[src/hw/rtl/sse_pkg.sv]
`default_nettype none

package sse_pkg;

    // default store depth
    localparam int CAPACITY_DEF = 16;

    localparam int OPCODE_W = 2;
    localparam int VALUE_W  = 32;
    localparam int COUNT_W  = 5;

    // opcodes
    localparam logic [OPCODE_W-1:0] OP_INSERT = 2'd0;
    localparam logic [OPCODE_W-1:0] OP_REMOVE = 2'd1;
    localparam logic [OPCODE_W-1:0] OP_LOOKUP = 2'd2;

    // read address select
    localparam logic [1:0] RD_NONE = 2'd0;
    localparam logic [1:0] RD_IDX  = 2'd1;
    localparam logic [1:0] RD_PREV = 2'd2;
    localparam logic [1:0] RD_NEXT = 2'd3;

    typedef struct packed {
        logic       load;       // latch word value, clear index
        logic [1:0] rd_sel;     // memory read address
        logic       idx_inc;
        logic       idx_dec;
        logic       idx_to_cnt;
        logic       set_pos;    // pos <= idx, hit <= eq
        logic       clr_hit;    // pos <= idx, hit <= 0
        logic       wr_data;    // mem[idx] <= read data
        logic       wr_value;   // mem[idx] <= word value
        logic       cnt_inc;
        logic       cnt_dec;
    } t_dp_cmd;

    typedef struct packed {
        logic idx_end;          // idx == count
        logic idx_at_pos;       // idx == pos
        logic idx_last;         // idx + 1 == count
        logic lt;               // entry below word value
        logic eq;               // entry equals word value
        logic hit;
        logic full;
    } t_dp_status;

endpackage

`default_nettype wire

[src/hw/rtl/sse_datapath.sv]
`default_nettype none

module sse_datapath #(
    parameter int CAPACITY = sse_pkg::CAPACITY_DEF
) (
    input  wire logic                                 i_clk,
    input  wire logic                                 i_rst_n,
    input  wire logic signed [sse_pkg::VALUE_W-1:0]   i_item_value,
    input  wire sse_pkg::t_dp_cmd                     i_cmd,
    output sse_pkg::t_dp_status                       o_status,
    output logic [sse_pkg::COUNT_W-1:0]               o_entry_count
);
    import sse_pkg::*;

    localparam int AW   = $clog2(CAPACITY);
    localparam int CW   = $clog2(CAPACITY + 1);
    localparam int CNTW = (CW > COUNT_W) ? CW : COUNT_W;

    logic signed [VALUE_W-1:0] r_mem [CAPACITY];
    logic signed [VALUE_W-1:0] r_value;
    logic signed [VALUE_W-1:0] r_rdata;
    logic [CNTW-1:0]           r_idx;
    logic [CNTW-1:0]           r_pos;
    logic [CNTW-1:0]           r_count;
    logic                      r_hit;

    logic [CNTW-1:0] w_idx_prev;
    logic [CNTW-1:0] w_idx_next;
    logic [AW-1:0]   w_rd_addr;

    assign w_idx_prev = r_idx - CNTW'(1);
    assign w_idx_next = r_idx + CNTW'(1);

    always_comb begin
        case (i_cmd.rd_sel)
            RD_PREV: w_rd_addr = w_idx_prev[AW-1:0];
            RD_NEXT: w_rd_addr = w_idx_next[AW-1:0];
            default: w_rd_addr = r_idx[AW-1:0];
        endcase
    end

    // entry memory: one write, one registered read
    always_ff @(posedge i_clk) begin
        if (i_cmd.rd_sel != RD_NONE) begin
            r_rdata <= r_mem[w_rd_addr];
        end
        if (i_cmd.wr_data) begin
            r_mem[r_idx[AW-1:0]] <= r_rdata;
        end else if (i_cmd.wr_value) begin
            r_mem[r_idx[AW-1:0]] <= r_value;
        end
    end

    always_ff @(posedge i_clk) begin
        if (i_cmd.load) begin
            r_value <= i_item_value;
        end
        if (i_cmd.load) begin
            r_idx <= '0;
        end else if (i_cmd.idx_to_cnt) begin
            r_idx <= r_count;
        end else if (i_cmd.idx_inc) begin
            r_idx <= w_idx_next;
        end else if (i_cmd.idx_dec) begin
            r_idx <= w_idx_prev;
        end
        if (i_cmd.set_pos) begin
            r_pos <= r_idx;
            r_hit <= (r_rdata == r_value);
        end else if (i_cmd.clr_hit) begin
            r_pos <= r_idx;
            r_hit <= 1'b0;
        end
    end

    always_ff @(posedge i_clk) begin
        if (!i_rst_n) begin
            r_count <= '0;
        end else if (i_cmd.cnt_inc) begin
            r_count <= r_count + CNTW'(1);
        end else if (i_cmd.cnt_dec) begin
            r_count <= r_count - CNTW'(1);
        end
    end

    assign o_status.idx_end    = (r_idx == r_count);
    assign o_status.idx_at_pos = (r_idx == r_pos);
    assign o_status.idx_last   = (w_idx_next == r_count);
    assign o_status.lt         = (r_rdata < r_value);
    assign o_status.eq         = (r_rdata == r_value);
    assign o_status.hit        = r_hit;
    assign o_status.full       = (r_count >= CNTW'(CAPACITY));

    assign o_entry_count = r_count[COUNT_W-1:0];

    a_count_bound: assert property (@(posedge i_clk) disable iff (!i_rst_n)
        r_count <= CNTW'(CAPACITY))
        else $error("entry count beyond capacity");

    a_no_inc_when_full: assert property (@(posedge i_clk) disable iff (!i_rst_n)
        i_cmd.cnt_inc |-> !o_status.full)
        else $error("count raised on a full store");

endmodule

`default_nettype wire

[src/hw/rtl/sse_control.sv]
`default_nettype none

module sse_control (
    input  wire logic                          i_clk,
    input  wire logic                          i_rst_n,
    input  wire logic                          start,
    input  wire logic [sse_pkg::OPCODE_W-1:0]  i_opcode,
    input  wire sse_pkg::t_dp_status           i_status,
    output sse_pkg::t_dp_cmd                   o_cmd,
    output logic                               busy,
    output logic                               o_done,
    output logic                               o_success,
    output logic                               o_store_full
);
    import sse_pkg::*;

    localparam logic [2:0] S_IDLE    = 3'd0;
    localparam logic [2:0] S_SCAN_RD = 3'd1;
    localparam logic [2:0] S_SCAN_CM = 3'd2;
    localparam logic [2:0] S_DECIDE  = 3'd3;
    localparam logic [2:0] S_INS_CHK = 3'd4;
    localparam logic [2:0] S_INS_WR  = 3'd5;
    localparam logic [2:0] S_REM_CHK = 3'd6;
    localparam logic [2:0] S_REM_WR  = 3'd7;

    logic [2:0]          r_state, n_state;
    logic [OPCODE_W-1:0] r_op, n_op;
    logic                r_ok, n_ok;
    logic                r_full, n_full;
    logic                r_done, n_done;

    always_comb begin
        n_state = r_state;
        n_op    = r_op;
        n_ok    = r_ok;
        n_full  = r_full;
        n_done  = 1'b0;
        o_cmd   = '0;
        case (r_state)
            S_IDLE: begin
                if (start) begin
                    o_cmd.load = 1'b1;
                    n_op       = i_opcode;
                    n_state    = S_SCAN_RD;
                end
            end
            S_SCAN_RD: begin
                if (i_status.idx_end) begin
                    o_cmd.clr_hit = 1'b1;
                    n_state       = S_DECIDE;
                end else begin
                    o_cmd.rd_sel = RD_IDX;
                    n_state      = S_SCAN_CM;
                end
            end
            S_SCAN_CM: begin
                if (i_status.lt) begin
                    o_cmd.idx_inc = 1'b1;
                    n_state       = S_SCAN_RD;
                end else begin
                    o_cmd.set_pos = 1'b1;
                    n_state       = S_DECIDE;
                end
            end
            S_DECIDE: begin
                n_ok    = 1'b0;
                n_full  = 1'b0;
                n_state = S_IDLE;
                n_done  = 1'b1;
                case (r_op)
                    OP_INSERT: begin
                        if (!i_status.hit && i_status.full) begin
                            n_full = 1'b1;
                        end else if (!i_status.hit) begin
                            o_cmd.idx_to_cnt = 1'b1;
                            n_done           = 1'b0;
                            n_state          = S_INS_CHK;
                        end
                    end
                    OP_REMOVE: begin
                        if (i_status.hit) begin
                            n_done  = 1'b0;
                            n_state = S_REM_CHK;
                        end
                    end
                    OP_LOOKUP: begin
                        n_ok = i_status.hit;
                    end
                    default: begin
                        n_ok = 1'b0;
                    end
                endcase
            end
            S_INS_CHK: begin
                if (i_status.idx_at_pos) begin
                    o_cmd.wr_value = 1'b1;
                    o_cmd.cnt_inc  = 1'b1;
                    n_ok           = 1'b1;
                    n_done         = 1'b1;
                    n_state        = S_IDLE;
                end else begin
                    o_cmd.rd_sel = RD_PREV;
                    n_state      = S_INS_WR;
                end
            end
            S_INS_WR: begin
                o_cmd.wr_data = 1'b1;
                o_cmd.idx_dec = 1'b1;
                n_state       = S_INS_CHK;
            end
            S_REM_CHK: begin
                if (i_status.idx_last) begin
                    o_cmd.cnt_dec = 1'b1;
                    n_ok          = 1'b1;
                    n_done        = 1'b1;
                    n_state       = S_IDLE;
                end else begin
                    o_cmd.rd_sel = RD_NEXT;
                    n_state      = S_REM_WR;
                end
            end
            S_REM_WR: begin
                o_cmd.wr_data = 1'b1;
                o_cmd.idx_inc = 1'b1;
                n_state       = S_REM_CHK;
            end
            default: begin
                n_state = S_IDLE;
            end
        endcase
    end

    always_ff @(posedge i_clk) begin
        if (!i_rst_n) begin
            r_state <= S_IDLE;
            r_done  <= 1'b0;
        end else begin
            r_state <= n_state;
            r_done  <= n_done;
        end
        r_op   <= n_op;
        r_ok   <= n_ok;
        r_full <= n_full;
    end

    // result word is shown in the first idle cycle after the operation
    assign busy         = (r_state != S_IDLE);
    assign o_done       = r_done;
    assign o_success    = r_ok;
    assign o_store_full = r_full;

    a_done_idle: assert property (@(posedge i_clk) disable iff (!i_rst_n)
        o_done |-> !busy)
        else $error("result strobe while busy");

    a_start_busy: assert property (@(posedge i_clk) disable iff (!i_rst_n)
        (start && !busy) |=> busy)
        else $error("accepted word did not raise busy");

    a_ok_full_excl: assert property (@(posedge i_clk) disable iff (!i_rst_n)
        o_done |-> !(o_success && o_store_full))
        else $error("success and full flagged together");

endmodule

`default_nettype wire

[src/hw/rtl/sorted_set_engine_core.sv]
`default_nettype none
// Timing: o_done rises once the scan compares and any entry moves for the word are done.
// Flow: one word at a time; busy stays high until the result is shown, paced by the
//   single registered read port of the entry memory.
// The result is on the o_ ports for exactly one cycle with o_done; the receiver cannot stall.
// Reset (i_rst_n low, synchronous) empties the set and returns to idle; no clearing pass.

module sorted_set_engine_core #(
    parameter int CAPACITY = sse_pkg::CAPACITY_DEF
) (
    input  wire logic                                 i_clk,
    input  wire logic                                 i_rst_n,
    input  wire logic                                 start,
    output logic                                      busy,
    input  wire logic [sse_pkg::OPCODE_W-1:0]         i_opcode,
    input  wire logic signed [sse_pkg::VALUE_W-1:0]   i_item_value,
    output logic                                      o_done,
    output logic                                      o_success,
    output logic                                      o_store_full,
    output logic [sse_pkg::COUNT_W-1:0]               o_entry_count
);
    import sse_pkg::*;

    // command and status between sequencer and store
    t_dp_cmd    w_cmd;
    t_dp_status w_status;

    // Sequencer: latches the opcode, walks the scan, then may shift entries up (insert) or
    // down (remove), each move a read state followed by a write state.
    sse_control u_control (
        .i_clk        (i_clk),
        .i_rst_n      (i_rst_n),
        .start        (start),
        .i_opcode     (i_opcode),
        .i_status     (w_status),
        .o_cmd        (w_cmd),
        .busy         (busy),
        .o_done       (o_done),
        .o_success    (o_success),
        .o_store_full (o_store_full)
    );

    // Store: entry memory kept in ascending signed order, index/position
    // counters and the entry count. Only the lowest count entries are read.
    sse_datapath #(
        .CAPACITY (CAPACITY)
    ) u_datapath (
        .i_clk         (i_clk),
        .i_rst_n       (i_rst_n),
        .i_item_value  (i_item_value),
        .i_cmd         (w_cmd),
        .o_status      (w_status),
        .o_entry_count (o_entry_count)
    );

endmodule

`default_nettype wire
[config.mk]
export PLATFORM = sky130hd
export DESIGN_NAME = sorted_set_engine_core
export DESIGN_NICKNAME = d
export VERILOG_FILES = /design/src/hw/rtl/sse_pkg.sv /design/src/hw/rtl/sse_datapath.sv /design/src/hw/rtl/sse_control.sv /design/src/hw/rtl/sorted_set_engine_core.sv
export SDC_FILE = /design/constraint.sdc
export NUM_CORES = 1
export LEC_CHECK = 0
export ABC_AREA = 1
export BUFFER_PORTS_ARGS = -buffer_cell sky130_fd_sc_hd__buf_2
export CAP_MARGIN = 0
export CORE_ASPECT_RATIO = 0.9
export CORE_MARGIN = 1
export CORE_UTILIZATION = 43
export DETAILED_ROUTE_END_ITERATION = 7
export GPL_ROUTABILITY_DRIVEN = 0
export PLACE_DENSITY = 0.58
export SYNTH_ARGS = -nofsm -noshare
export SYNTH_HDL_FRONTEND = slang
export SYNTH_SLANG_ARGS = --single-unit
[constraint.sdc]
create_clock -name i_clk -period 11.8 [get_ports i_clk]
set_clock_uncertainty 0.15 [all_clocks]
set_input_delay 0 -clock i_clk [delete_from_list [all_inputs] [get_ports i_clk]]
set_output_delay 0 -clock i_clk [all_outputs]
set_load 0.02 [all_outputs]
* After elaboration in Yosys (flattened, before gate mapping)
Memory sizes are Yosys's and may differ from the RTL's. A register that Yosys moved wholly into a read port is not among the register bits. Cells that the tools add are included.
Storage, ports and cells: output and inout port bits 9, RAM bits 512, memories kept 1, register bits after elaboration 56, word-level logic and storage cells 107
Cells by class: multiplexer cells 58, add/sub/neg operators 4, $lt $le $gt $ge 2, reductions and logical operators 13, eq/ne operators 18, bitwise gates (word level) 1
Memory list:
- u_datapath.r_mem | depth 16, bits a word 32, rd ports 1, clocked after memory_dff 1, wr ports 1, RTL line sse_datapath.sv:19 | logic signed [VALUE_W-1:0] r_mem [CAPACITY];
Operators with widths (count):
- $mux W5 | 7
- $eq A32 B32 Y1 | 1
- $lt A32 B32 Y1 | 1
- $mux W32 | 1
- $mux W1 | 31
- $pmux W3 S8 | 1
- $mux W3 | 6
- $eq A5 B5 Y1 | 3
- $eq A3 B3 Y1 const B | 4
- $add A5 B1 Y5 const B | 2
- $mux W2 | 5
- $sub A5 B1 Y5 const B | 2
- $reduce_bool A3 Y1 | 3
- $pmux W4 S2 | 1
- $eq A2 B2 Y1 const B | 3
- $eq A3 B2 Y1 const B | 2
- $pmux W1 S3 | 2
- $pmux W2 S3 | 1
- $pmux W3 S2 | 1
- $reduce_bool A2 Y1 | 3
- $ge A5 B5 Y1 const B | 1
- $ne A2 B1 Y1 const B | 2
- $pmux W1 S2 | 2
- $eq A3 B1 Y1 const B | 1
- 10 further kinds | 10

* Longest topological paths before layout
word-level depth 7, gate-level depth with buffers 22

* Modules after synthesis
From an unflattened synthesis, not the netlist that was laid out.
Unflattened totals: cell total of the unflattened synthesis 2437, area total of the unflattened synthesis 26550.5 sq um
Modules (own cells, without submodules):
- sse_datapath | area each 25938.6 sq um, cells each 2351, instances 1
- sse_control | area each 611.8 sq um, cells each 86, instances 1

* Worst setup path after synthesis
Ideal clock, no wire load.
path type flip-flop to flip-flop, from register u_datapath.r_idx[2], to memory u_datapath.r_mem[7][0], enable pin, period minus slack after synthesis 3.906 ns, data arrival time 3.294 ns, path buffers 1, path slack 7.894 ns, stages on the path, launching flop included 10, path through dfxtp_1 > buf_4 > xor2_1 > nor2_1 > nand3_1 > inv_1 > nand2_1 > inv_1 > nor2_1 > nor3_1
On the way: longest elaborated chain between the ends 7
Ends and longest elaborated chain:
- from (decl) | RTL line sse_datapath.sv:22 | logic [CNTW-1:0] r_idx;
- from (signal assigned) | RTL line sse_datapath.sv:61 | r_idx <= r_count;
- from (signal assigned) | RTL line sse_datapath.sv:63 | r_idx <= w_idx_next;
- from (signal assigned) | RTL line sse_datapath.sv:65 | r_idx <= w_idx_prev;
- $eq A5 B5 Y1 | RTL line sse_datapath.sv:87 | assign o_status.idx_at_pos = (r_idx == r_pos);
- $mux W2 | RTL line sse_control.sv:95 | if (i_status.idx_at_pos) begin
- $mux W2 | RTL line sse_control.sv:39 | case (r_state)
- $mux W1 | RTL line sse_datapath.sv:49 | end else if (i_cmd.wr_value) begin
- $mux W1 | RTL line sse_datapath.sv:47 | if (i_cmd.wr_data) begin
- $mux W1 (implied by the code) | RTL line sse_datapath.sv:50 | r_mem[r_idx[AW-1:0]] <= r_value;
- $or A1 B1 Y1 (no line)
- to (decl) | RTL line sse_datapath.sv:19
Several ways; a longest one is shown, not always the timed one.

* Final worst setup path
from register u_datapath.r_idx[0], to register u_datapath.r_rdata[19] (read register of u_datapath.r_mem) (data pin)
On the way: longest elaborated chain between the ends 6
Ends and longest elaborated chain:
- $add A5 B1 Y5 | RTL line sse_datapath.sv:32 | assign w_idx_next = r_idx + CNTW'(1);
- $eq A5 B5 Y1 | RTL line sse_datapath.sv:88 | assign o_status.idx_last = (w_idx_next == r_count);
- $mux W2 | RTL line sse_control.sv:112 | if (i_status.idx_last) begin
- $pmux W2 S3 | RTL line sse_control.sv:39
- $eq A2 B2 Y1 | RTL line sse_datapath.sv:35 | case (i_cmd.rd_sel)
- $pmux W4 S2 | RTL line sse_datapath.sv:35
- to (decl) | RTL line sse_datapath.sv:21 | logic signed [VALUE_W-1:0] r_rdata;
Several ways; a longest one is shown, not always the timed one. A chain may end at the register's enable or synchronous reset.

==> impl_metrics.tcl <==
set metrics [dict create \
    antenna_found_initial 0 \
    cts_tree "built" \
    cts_sinks 600 \
    cts_buffers 60 \
    grt_pass1_vias 16407 \
    p_per_area_mw_per_mm2 231.3 \
    yosys_warnings 0 \
    drc_errors 0 \
    synth_cell_type_count 34 \
    synth-edff-count 586 \
    synthArstFlopShare 0 \
    hold_path_end "u_control.r_state[1]" \
    max_freq_ghz 0.1918 \
    period_needed_ps 5213 \
    num_io_pins 46 \
    postSynthAreaPerCell_um2 11.41 \
    p_seq_frac 0.403 \
    vias_per_cell 5.319 \
    ys_seq_area_frac 0.7036 \
    grt_overflow_total 0 \
    grt_first_pass_wirelength_mm 98.73 \
    max-cap-violations 0 \
    p_switching_mw 2.338 \
    rr_startpoint "u_datapath.r_idx[0]" \
    ys_seq_elements 600 \
    endpoint_kind "register" \
    clock_path_buffers 3 \
    drive_gt1_frac 0.09452 \
    synthesis.area_mm2 0.02541 \
    cts_hold_repair.buffers 71 \
    relSlewSlack 0.2201 \
    layout.cells.most_common "nand2_1" \
    vias 16834 \
    placed_cell_area_mm2 0.02657 \
    p_leak_nw 11.05 \
    die_y_um 232.6 \
    grt_max_degree 154 \
    arrival_ps 5550 \
    min_from "i_rst_n" \
    period_share 0.4418 \
    rsz0062_at_grt "no" \
    io_buffers 45 \
    initial_core_util 0.4348 \
    placed_cells 2990 \
    clock_power_share 0.290 \
    grt_usage 0.2177 \
    clk_latency_ps 630 \
    root_buffer "clkbuf_16" \
    syn_inst 2227 \
    critPathKind "register to register" \
    syn_nets 2305 \
    totalNegativeSetupSlack_ps 0 \
    area_delta_synth_final_pct 15.20 \
    status "finished clean" \
    fin_cells 3165 \
    finalSetupViolations 0 \
    regToRegEndpoint "u_datapath.r_rdata[19]" \
    dp_hpwl_mm 31.57 \
    max-vdd-ir-drop_uv 203.2 \
    h-tree-depth 2 \
    total_power_mw 6.771 \
    dr.first_iter.drc_count 1508 \
    cts_setup_buffers 0 \
    dominantRegCellSynth "edfxtp_1" \
    tightestPinTransition_ps 1170 \
    first_pass_iters 6 \
    clk_pin_slew_ps 60 \
    ff2ff_path_depth 17 \
    n_fill_cell 5195 \
    fp.dieW_um 258.2 \
    routed_wl_mm 64.88 \
    antenna_cells 0 \
    critPathRequiredTime_ps 12130 \
    r2r_slack_ps 6590 \
    hold_ws_ps 95.64 \
    core_area_mm2 0.05844 \
    comb_power_share 0.307 \
    post_drt_wl_per_cell_um 20.50 \
    min_path_type "input pin to register" \
    cts_resized 0 \
    rows 84 \
    p_int_mw 4.433 \
    worstPathMaxFanout 153 \
    cp-start-kind "register" \
    timing.final.max_slew_violations 0 \
    min_path_cells 4 \
    ant_nets 0 \
    p_sw_frac 0.3453 \
    nNetsFinal 2427 \
    final_area_mm2 0.02927 \
    die_area_mm2 0.06007 \
    hold_viol 0 \
    layout_common_cells "nand2_1, edfxtp_1, nand3_1, inv_1, dlygate4sd3_1" \
]
[critical path: stages (launching register included)]
cell,delay (ps)
dfxtp_1,620
ha_1,290
inv_1,130
nand2_1,130
and2_1,220
nor2_2,50
nor2_1,150
nand2_2,100
nand2_4,130
nand3_4,500
nand2_8,920
buf_4,1010
nand2_1,120
nand3_1,120
nand3_1,90
nand2_1,100
nand2_1,50
nand2_1,80
[sequential cells by signal (all words and copies together) (netlist names), 2 cells and up]
signal and count:
u_datapath.r_mem 512, u_datapath.r_rdata 32, u_datapath.r_value 32, u_datapath.o_entry_count 5, u_datapath.r_idx 5, u_datapath.r_pos 5, u_control.r_state 3, u_control.r_op 2
[power by group through the flow]
stage	Clock, mW	Sequential, mW	Combinational (mW)
floorplan	0	2.75	1.49
global placement	0	2.77	2.03
detailed placement	0	2.77	2.06
CTS	1.99	2.73	2.09
global route	2.07	2.74	2.33
finish	1.96	2.73	2.08
[area by class of cell]
| cell class | instances | area (µm²) | share of cell area |
|---|---|---|---|
| Tap cell | 774 | 968.4 | 0.03308 |
| Sequential cell | 600 | 17880 | 0.6107 |
| Timing Repair Buffer | 175 | 1379 | 0.04710 |
| Multi-Input combinational cell | 1422 | 6711 | 0.2293 |
| Inverter | 90 | 340.3 | 0.01163 |
| Clock inverter | 30 | 420.4 | 0.01436 |
| Clock buffer | 74 | 1575 | 0.05381 |
[synthesized netlist by cell type (2+ instances only)]
master	n	area share
o21a_1	2	0.00059
inv_1	82	0.012
ha_1	40	0.020
nor3_1	8	0.0016
nand4_1	3	0.00074
a21oi_1	25	0.0049
nand2_1	774	0.11
dfxtp_1	14	0.011
inv_2	7	0.0010
nand3_2	2	0.00079
clkbuf_1	12	0.0018
xor2_1	8	0.0028
xnor2_1	3	0.0010
o21ai_0	48	0.0095
edfxtp_1	586	0.69
nor2_1	48	0.0071
nand3_1	442	0.087
buf_4	28	0.0083
nand2_4	5	0.0022
nand2_2	3	0.00074
nor2_2	2	0.00049
buf_6	5	0.0022
buf_2	66	0.013
buf_1	4	0.00059
[layer usage]
| metal | up-vias | GRT usage | routed length (µm) |
|---|---|---|---|
| li1 | 7963 | - | - |
| met1 | 8234 | 0.3118 | 29540 |
| met2 | 535 | 0.3457 | 29770 |
| met3 | 102 | 0.03224 | 4186 |
| met4 | 0 | 0.06065 | 1383 |
| met5 | - | 0 | 0 |
[metrics by stage]
step	utilization	setup slack, ps
2_1_floorplan	-	7894
4_1_cts	0.5009	6523
5_1_grt	0.5009	6129
6_report	0.5009	6587
3_3_place_gp	0.4546	6594
3_5_place_dp	0.4546	6542
[how the worst max path moves through the flow]
stage | slack (ps) | endpoint | depth (start not counted) | from
CTS | 6520 | u_datapath.r_rdata[19] | 19 | u_datapath.r_idx[0]
detailed placement | 6540 | u_datapath.r_rdata[13] | 19 | u_datapath.r_idx[0]
floorplan | 7890 | u_datapath.r_mem[7][0] | 9 | u_datapath.r_idx[2]
finish | 6590 | u_datapath.r_rdata[19] | 17 | u_datapath.r_idx[0]
global route | 6130 | u_datapath.r_rdata[18] | 19 | u_datapath.r_idx[0]
global placement | 6590 | u_datapath.r_rdata[21] | 19 | u_datapath.r_idx[0]
[cells by family (layout without fill, tap and decap cells)]
group | after synthesis | in the layout | share of synthesized area
XOR/XNOR | 11 | 11 | 0.003792
AO/OA/AOI/OAI | 81 | 81 | 0.01694
buffers and inverters | 205 | 369 | 0.03925
AND/OR/NAND/NOR | 1289 | 1289 | 0.2160
adder cells (fa/ha/maj) | 41 | 41 | 0.02048
flip-flops | 600 | 600 | 0.7036
Power figures use the tool's default switching activity.
